--- src/hdl/msort_pkg.sv ---
`default_nettype none

package msort_pkg;

    localparam int unsigned DataWidth = 32;

    typedef struct packed {
        logic signed [DataWidth-1:0] value;
        logic                        last_in;
    } t_in_item;

    typedef struct packed {
        logic signed [DataWidth-1:0] sorted_value;
        logic                        last_out;
        logic                        overflowed;
    } t_out_item;

    // What one cell shows its neighbours.
    typedef struct packed {
        logic                        valid;
        logic                        gt;
        logic signed [DataWidth-1:0] value;
    } t_cell_out;

    // Broadcast from the controller to every cell.
    typedef struct packed {
        logic                        insert;
        logic                        shift_out;
        logic signed [DataWidth-1:0] new_value;
    } t_cell_ctl;

    typedef enum logic {
        ST_LOAD,
        ST_DRAIN
    } t_state;

endpackage

`default_nettype wire

--- src/hdl/msort_cell.sv ---
`default_nettype none

module msort_cell (
    input  wire logic                  i_clk,
    input  wire logic                  i_rst_n,
    input  wire msort_pkg::t_cell_ctl  i_ctl,
    input  wire msort_pkg::t_cell_out  i_left,
    input  wire msort_pkg::t_cell_out  i_right,
    output msort_pkg::t_cell_out       o_cell
);

    logic                                   r_valid;
    logic                                   n_valid;
    logic signed [msort_pkg::DataWidth-1:0] r_value;
    logic signed [msort_pkg::DataWidth-1:0] n_value;
    logic                                   gt;

    assign gt = r_valid && (i_ctl.new_value < r_value);

    always_comb begin
        n_valid = r_valid;
        n_value = r_value;
        if (i_ctl.insert) begin
            if (gt || (!r_valid && i_left.valid)) begin
                n_valid = 1'b1;
                n_value = i_left.gt ? i_left.value : i_ctl.new_value;
            end
        end else if (i_ctl.shift_out) begin
            n_valid = i_right.valid;
            n_value = i_right.value;
        end
    end

    always_ff @(posedge i_clk) begin
        if (!i_rst_n) begin
            r_valid <= 1'b0;
        end else begin
            r_valid <= n_valid;
        end
    end

    always_ff @(posedge i_clk) begin
        r_value <= n_value;
    end

    assign o_cell.valid = r_valid;
    assign o_cell.gt    = gt;
    assign o_cell.value = r_value;

endmodule

`default_nettype wire

--- src/hdl/merge_insertion_sorter_core.sv ---
// Channel | Direction | Handshake                  | Beat
// --------+-----------+----------------------------+---------------------------------
// in      | input     | i_in_valid / o_in_stall    | value, last_in
// out     | output    | o_out_valid / i_out_stall  | sorted_value, last_out, overflowed
//
// Loading takes one value per cycle; every cell compares the broadcast value
// with its own entry and the row shifts right past the insertion point.
// After the beat marked last_in the row drains from cell 0, one beat per cycle
// that the output is not stalled. Input is stalled while draining. Synchronous
// active-low reset empties the row and clears the overflow flag.
`default_nettype none

module merge_insertion_sorter_core #(
    parameter int unsigned MAX_ITEMS = 32
) (
    input  wire logic                 i_clk,
    input  wire logic                 i_rst_n,
    input  wire logic                 i_in_valid,
    output logic                      o_in_stall,
    input  wire msort_pkg::t_in_item  i_in_data,
    output logic                      o_out_valid,
    input  wire logic                 i_out_stall,
    output msort_pkg::t_out_item      o_out_data
);

    msort_pkg::t_state    r_state;
    msort_pkg::t_state    n_state;
    logic                 r_ovf;
    logic                 n_ovf;
    msort_pkg::t_cell_ctl ctl;
    msort_pkg::t_cell_out cell_q [MAX_ITEMS];
    msort_pkg::t_cell_out edge_left;
    msort_pkg::t_cell_out edge_right;
    logic                 in_acc;
    logic                 out_acc;
    logic                 full;
    logic                 final_beat;

    assign edge_left  = '{valid: 1'b1, gt: 1'b0, value: '0};
    assign edge_right = '{valid: 1'b0, gt: 1'b0, value: '0};

    assign full       = cell_q[MAX_ITEMS-1].valid;
    assign o_in_stall = (r_state == msort_pkg::ST_DRAIN);
    assign in_acc     = i_in_valid && !o_in_stall;
    assign o_out_valid = (r_state == msort_pkg::ST_DRAIN) && cell_q[0].valid;
    assign out_acc    = o_out_valid && !i_out_stall;
    assign final_beat = !cell_q[1].valid;

    assign ctl.insert    = in_acc && !full;
    assign ctl.shift_out = out_acc;
    assign ctl.new_value = i_in_data.value;

    assign o_out_data.sorted_value = cell_q[0].value;
    assign o_out_data.last_out     = final_beat;
    assign o_out_data.overflowed   = r_ovf;

    for (genvar g = 0; g < MAX_ITEMS; g++) begin : g_cell
        msort_cell u_cell (
            .i_clk   (i_clk),
            .i_rst_n (i_rst_n),
            .i_ctl   (ctl),
            .i_left  ((g == 0) ? edge_left : cell_q[(g == 0) ? 0 : g-1]),
            .i_right ((g == MAX_ITEMS-1) ? edge_right
                                         : cell_q[(g == MAX_ITEMS-1) ? g : g+1]),
            .o_cell  (cell_q[g])
        );
    end

    always_comb begin
        n_state = r_state;
        n_ovf   = r_ovf;
        case (r_state)
            msort_pkg::ST_LOAD: begin
                if (in_acc) begin
                    if (full) begin
                        n_ovf = 1'b1;
                    end
                    if (i_in_data.last_in) begin
                        n_state = msort_pkg::ST_DRAIN;
                    end
                end
            end
            msort_pkg::ST_DRAIN: begin
                if (out_acc && final_beat) begin
                    n_state = msort_pkg::ST_LOAD;
                    n_ovf   = 1'b0;
                end
            end
            default: begin
                n_state = msort_pkg::ST_LOAD;
            end
        endcase
    end

    always_ff @(posedge i_clk) begin
        if (!i_rst_n) begin
            r_state <= msort_pkg::ST_LOAD;
            r_ovf   <= 1'b0;
        end else begin
            r_state <= n_state;
            r_ovf   <= n_ovf;
        end
    end

`ifndef NO_ASSERTIONS
    a_drain_not_empty: assert property (@(posedge i_clk) disable iff (!i_rst_n)
        r_state == msort_pkg::ST_DRAIN |-> cell_q[0].valid)
        else $error("drain with empty row");

    a_last_ends_drain: assert property (@(posedge i_clk) disable iff (!i_rst_n)
        out_acc && o_out_data.last_out |=> r_state == msort_pkg::ST_LOAD && !cell_q[0].valid)
        else $error("row not empty after last beat");

    a_ovf_only_when_full: assert property (@(posedge i_clk) disable iff (!i_rst_n)
        $rose(r_ovf) |-> $past(full))
        else $error("overflow flagged with room left");

    a_no_insert_when_full: assert property (@(posedge i_clk) disable iff (!i_rst_n)
        full |=> cell_q[MAX_ITEMS-1].valid || $past(out_acc))
        else $error("full row lost an entry");
`endif

endmodule

`default_nettype wire

--- config.mk ---
export PLATFORM = sky130hd
export DESIGN_NAME = merge_insertion_sorter_core
export DESIGN_NICKNAME = d
export VERILOG_FILES = /design/src/hdl/msort_pkg.sv /design/src/hdl/msort_cell.sv /design/src/hdl/merge_insertion_sorter_core.sv
export SDC_FILE = /design/constraint.sdc
export NUM_CORES = 2
export LEC_CHECK = 0
export BUFFER_PORTS_ARGS = -buffer_cell sky130_fd_sc_hd__buf_2
export CAP_MARGIN = 25
export CORE_MARGIN = 1.5
export CORE_UTILIZATION = 65
export DETAILED_ROUTE_END_ITERATION = 8
export PLACE_DENSITY_LB_ADDON = 0.3
export SETUP_SLACK_MARGIN = 0.3
export SKIP_LAST_GASP = 1
export SLEW_MARGIN = 10
export SYNTH_ARGS = -nofsm -noshare
export SYNTH_HDL_FRONTEND = slang
export SYNTH_SLANG_ARGS = --single-unit
export TNS_END_PERCENT = 1
--- constraint.sdc ---
create_clock -name i_clk -period 5.8 [get_ports i_clk]
set_input_delay 0.58 -clock i_clk [delete_from_list [all_inputs] [get_ports i_clk]]
set_output_delay 0.58 -clock i_clk [all_outputs]
set_load 0.02 [all_outputs]
# After elaboration in Yosys (flattened, before gate mapping)
# Cells that the tools add are included.
[op_classes]
addsub = 0
n_reduce_logical = 168
bitwise = 1
mul = 0
n_lt_le_gt_ge = 32
n_eq_ne = 35
shift = 0
mux = 231
div = 0
[ops]
columns = ["operator", "n"]
rows = [
  ["two-way mux 32 bit", 127],
  ["< comparator 32 bit", 32],
  ["two-way mux 1 bit", 102],
  ["logical AND 1 bit", 68],
  ["!= test 2 x 1 -> 1 bit (second input constant)", 34],
  ["AND reduction 2 bit", 32],
  ["zero test 1 bit", 34],
  ["logical OR 1 bit", 32],
  ["case mux 1 bit (2 select lines)", 2],
  ["AND reduction 3 bit", 1],
  ["!= test 2 bit (second input constant)", 1],
  ["nonzero test 2 bit", 1],
  ["NOT 1 bit", 1],
]
[totals]
input_bits = 37
output_inout_bits = 36
rom_bits = 0
reg_bits = 1058
latchBits = 0
n_memories = 0
mem_bits_rw = 0

# Logic depth before layout (Yosys ltp)
[depth]
ltp_word = 5
mapped_depth = 12
depth_no_buf = 10

# Modules after synthesis
# A second synthesis with hierarchy kept.
[hier_totals]
hier_cells = 8785
area_unflattened_um2 = 80935.1
[by_module_without_submodules]
columns = ["module", "area_per_inst_um2", "seq_area_each_um2", "cells_per_inst", "instances"]
rows = [
  ["msort_cell", 2524.9, 980.9, 274, 32],
  ["merge_insertion_sorter_core", 137.6, 40.0, 17, 1],
]

# Worst setup path before layout
# Ideal clock, no wire load.
[synth_path]
path_kind = "input to register"
start = "input port i_in_data[30] (netlist name)"
end = "register g_cell[30].u_cell.r_value[0] (netlist name), enable pin"
n_path_buf = 1
setup_time_ns = 0.466
setup_slack_ns = 0.716
cell_stages = 10
arrival_ns = 4.619
cell_sequence = "ha_1 a21o_1 a21o_1 a221oi_1 o221ai_1 a31oi_1 mux2i_1 clkbuf_1 a21oi_1 o21ai_0"
[synth_via]
elab_chain_len = 5
[synth_lines]
columns = ["item", "line", "text"]
rows = [
  ["start: declaration", "merge_insertion_sorter_core.sv:20", "input wire msort_pkg::t_in_item i_in_data,"],
  ["< comparator 32 bit", "msort_cell.sv:18", "assign gt = r_valid && (i_ctl.new_value < r_value);"],
  ["logical AND 1 bit", "msort_cell.sv:18", ""],
  ["logical OR 1 bit", "msort_cell.sv:24", "if (gt || (!r_valid && i_left.valid)) begin"],
  ["!= test 2 x 1 -> 1 bit (no source line)", "n/a", ""],
  ["AND reduction 2 bit (no source line)", "n/a", ""],
  ["end signal: assignment", "msort_cell.sv:43", "r_value <= n_value;"],
  ["end: declaration", "msort_cell.sv:14", "logic signed [msort_pkg::DataWidth-1:0] r_value;"],
]
# No other way between the ends.
# A chain may end at the register's enable or synchronous reset.

# Worst setup path after layout
[layout_path]
start = "input port i_in_data[3] (netlist name)"
end = "register g_cell[12].u_cell.r_value[18] (netlist name) (data pin)"
[layout_via]
elab_chain_len = 5
[layout_lines]
columns = ["item", "line", "text"]
rows = [
  ["< comparator 32 bit", "msort_cell.sv:18", ""],
  ["logical AND 1 bit", "msort_cell.sv:18", ""],
  ["two-way mux 32 bit", "msort_cell.sv:26", "n_value = i_left.gt ? i_left.value : i_ctl.new_value;"],
  ["two-way mux 32 bit", "msort_cell.sv:24", ""],
  ["two-way mux 32 bit", "msort_cell.sv:23", "if (i_ctl.insert) begin"],
  ["net g_cell[12].u_cell.n_value (one bit)", "msort_cell.sv:15", "logic signed [msort_pkg::DataWidth-1:0] n_value;"],
  ["end signal: assignment", "msort_cell.sv:43", ""],
  ["end: declaration", "msort_cell.sv:14", ""],
]
# The timed path passes the listed nets, and every way through them passes these cells. The select of a mux whose other input is x is not followed.

==> results.ini <==
[logic_synthesis]
most_frequently_used_flop_master_after_synthesis=edfxtp_1
syn-mean-instance-area_um2=10.0
synth_cell_type_count=60
netlist.area_leader.share_pct=41.0
synth-warning-count=0
synth_area_um2=75000
synth_area_leaders=edfxtp_1, ha_1, o221ai_1
synth_fp_nets=8476
synth.yosys.seq_area_share_pct=41.9
synth_enable_flop_cells=1024
synth_seq_cells=1058
async_flop_share_pct=0
synth_largest_area_cell=edfxtp_1
syn_inst=7478

[cells_and_area]
fill_cells=8268
multi_input_comb_area_um2=37300
drive_gt1_share_pct=7.41
register_cell_area_after_layout_um2=31400
areaGrowthSynthToFinish_pct=7.13
finish.net_count=8292
postLayoutCoreUtil_pct=70.3

[routing]
route.antenna.remaining_nets=0
drt_drc_violations_left=0
routed_len_inst_um=26.2
drt_pass1_iterations=8
totalWireLength_mm=233
route.detailed.vias_per_inst=7.11
drt-initial-drc-count=9915
dr_total_vias=63400

[timing]
timing.max_slew.rel_slack_pct=22.8
setup-violations-final=0
timing_hold_violations_final=0
worst-slew-pin-transition_ns=1.15
period_share_pct=72.6
totalNegativeSetupSlack_ns=0
max_freq_mhz=238
fin_skew_ns=0.0537
rsz0062_at_grt=no
final.setup.worst_slack_ns=1.59
maxSlewViolCount=0
final.min_clock_period_ns=4.21

[die]
floorplan.initialDensity_pct=65.6
placeableCoreArea_um2=114000
number_of_ports_placed_on_the_die_boundary=73
fp.dieH_um=343
dieWidth_um=343
fp.dieArea_um2=117000
row_count=124

[grt]
grt_overflow_total=0
global_route_wire_length_before_repair_mm=350
all_layer_gr_usage_pct=38.7
grt_pass1_vias=59300
initial_antenna_violation_count=4
maximum_number_of_pins_on_one_net_before_global_route_repair=210

[power_and_ir_drop]
irDropWorstVdd_uv=272
power_leakage_nw=33.8
power.density_nw_per_um2=236

[status]
status=finished clean

[placed_design]
place.detailed.hpwl_mm=166
gpl.final_weighted_congestion=0.973
port_buffers=72
place_worst_setup_slack_ns=1.01

[cts]
clkLatencyLatePin_ns=0.74
cts-root-buf=clkbuf_16
buffers_inserted_during_post_cts_setup_optimization=0
cts.htree.levels=3
cts.sink_count=1058
ctsResizeCount=0
tritoncts=yes
cts_hold_buffers=0
clockBufferDepth=3
clkTransAtPathRegs_ns=0.06
tritoncts.num_buffers=117

[worst_hold_path]
timing.hold.worst.class=in -> reg

[worst_setup_path]
cp-end-kind=register
timing.critical_path.fanout_max=48
cp_arrival_ns=4.65
crit_path_start_kind=input pin
setup.worst_path.class=in -> reg
critical_path_required_ns=6.24

[job]
maxCapViolCount=0

-- layer usage --
metal | global-route usage, % | vias to the layer above | wire, µm
li1 | - | 28200 | -
met1 | 56.1 | 29900 | 91100
met2 | 53.6 | 4588 | 93300
met3 | 9.51 | 663 | 35800
met4 | 20.1 | 2 | 13000
met5 | 0 | - | 12
-- kinds of logic after synthesis --
family	count (synthesis)	share of synthesized area [%]
flip-flops	1058	41.9
AND/OR/NAND/NOR	1686	11.1
AO/OA/AOI/OAI	1949	18.7
buffers and inverters	1575	8.82
adder cells (fa/ha/maj)	961	16.0
multiplexers	249	3.38
-- worst max-delay path, cell delays in order --
cell and delay (ns):
buf_2 0.77, buf_4 0.44, ha_1 0.28, o21a_1 0.18, nor2_1 0.10, o31ai_1 0.10, a2111o_1 0.51, a211oi_2 0.34
mux2i_4 0.56, buf_4 0.51, o221ai_1 0.21
-- cell usage in the layout, fill, tap and decap left out, types with 22 or more instances in the layout --
| cell | synthesis | routed |
|---|---|---|
| a31oi_1 | 31 | 31 |
| o21a_1 | 38 | 38 |
| clkbuf_16 | 0 | 118 |
| o211ai_1 | 50 | 50 |
| nand3_1 | 808 | 808 |
| a21oi_1 | 346 | 346 |
| a22oi_1 | 25 | 25 |
| nand2_2 | 0 | 23 |
| nand2b_1 | 55 | 54 |
| mux2i_4 | 0 | 24 |
| buf_4 | 48 | 168 |
| a2111oi_0 | 39 | 39 |
| buf_2 | 91 | 72 |
| a21o_1 | 173 | 173 |
| ha_1 | 961 | 961 |
| edfxtp_1 | 1024 | 1024 |
| nand2_1 | 356 | 333 |
| mux2_2 | 32 | 32 |
| clkinv_2 | 0 | 26 |
| inv_1 | 1009 | 1009 |
| mux2i_1 | 217 | 193 |
| nor2b_1 | 35 | 34 |
| dfxtp_1 | 34 | 34 |
| nor4_1 | 39 | 39 |
| clkinv_1 | 0 | 30 |
| buf_12 | 0 | 22 |
| nor2_1 | 140 | 140 |
| a21boi_0 | 36 | 36 |
| o221ai_1 | 713 | 713 |
| clkbuf_1 | 320 | 24 |
| o21ai_0 | 365 | 362 |
| a211oi_1 | 37 | 37 |
| nand4_1 | 183 | 183 |
-- synth_stat cells (4+ instances only) --
cell type / n
nand4_1: 183
o31ai_1: 6
a41o_1: 20
o21ai_0: 365
a211oi_1: 37
o221ai_2: 20
o2111ai_1: 4
or3_1: 13
a21o_1: 173
o21a_1: 38
o21ai_1: 4
mux2i_1: 217
nor3_1: 14
a41oi_1: 8
clkbuf_1: 320
dfxtp_1: 34
nand2b_1: 55
a221oi_1: 4
a211o_1: 6
a21oi_1: 346
ha_1: 961
mux2_2: 32
buf_6: 54
buf_1: 53
a21boi_0: 36
nor2b_1: 35
nor4_1: 39
nor2_1: 140
a31oi_1: 31
o211ai_1: 50
a2111oi_0: 39
or4_1: 20
o221ai_1: 713
nand2_1: 356
and4_1: 12
nand3_1: 808
a22oi_1: 25
a2111o_1: 4
edfxtp_1: 1024
buf_4: 48
buf_2: 91
inv_1: 1009
-- where the power goes --
part           leakage (nW)  switching, mW  total, mW  internal [mW]
logic                  22.4           1.81       2.72          0.915
registers              9.58          0.120       8.75           8.63
clock network          1.86           3.26       7.51           4.25
-- registers in the layout, indices dropped and copies added, names as in the netlist --
| signal | cells |
|---|---|
| g_cell.u_cell.r_value | 1024 |
| o_in_stall | 1 |
| r_ovf | 1 |
| g_cell.u_cell.r_valid | 32 |
-- worst paths after layout --
path                                                from                                 endpoint  slack, ns  cells past startpoint
setup / recovery                            i_in_data[3]  g_cell[12].u_cell.r_value[18]$_DFFE_PP_       1.59                     11
hold / removal                              i_in_data[0]                    o_in_stall$_SDFF_PN0_       0.20                      4
setup reg to reg  g_cell[16].u_cell.r_value[1]$_DFFE_PP_  g_cell[17].u_cell.r_value[31]$_DFFE_PP_       1.82                      9
hold reg to reg    g_cell[4].u_cell.r_valid$_SDFFE_PN0P_    g_cell[4].u_cell.r_valid$_SDFFE_PN0P_       0.52                      2
-- area by class of cell --
type                            count  share of cell area (%)
Inverter                         1009                    4.71
Antenna cell                        5                  0.0156
Multi-Input combinational cell   4845                    46.5
Clock buffer                      145                    3.84
Clock inverter                     78                   0.869
Tap cell                         1512                    2.35
Sequential cell                  1058                    39.1
Timing Repair Buffer              263                    2.60
-- stage by stage --
step	cells	area [µm²]	hold WS [ns]	total power, mW
after floorplan	7478	75000	0.458	10.6
after global placement	8676	76300	0.493	11.3
after detailed placement	8677	76300	0.510	11.5
after CTS	8900	80100	0.198	18.8
after global routing	8910	80300	0.217	19.5
final	8915	80300	0.204	19.0
Note: power is estimated with default switching activity, not from simulation.
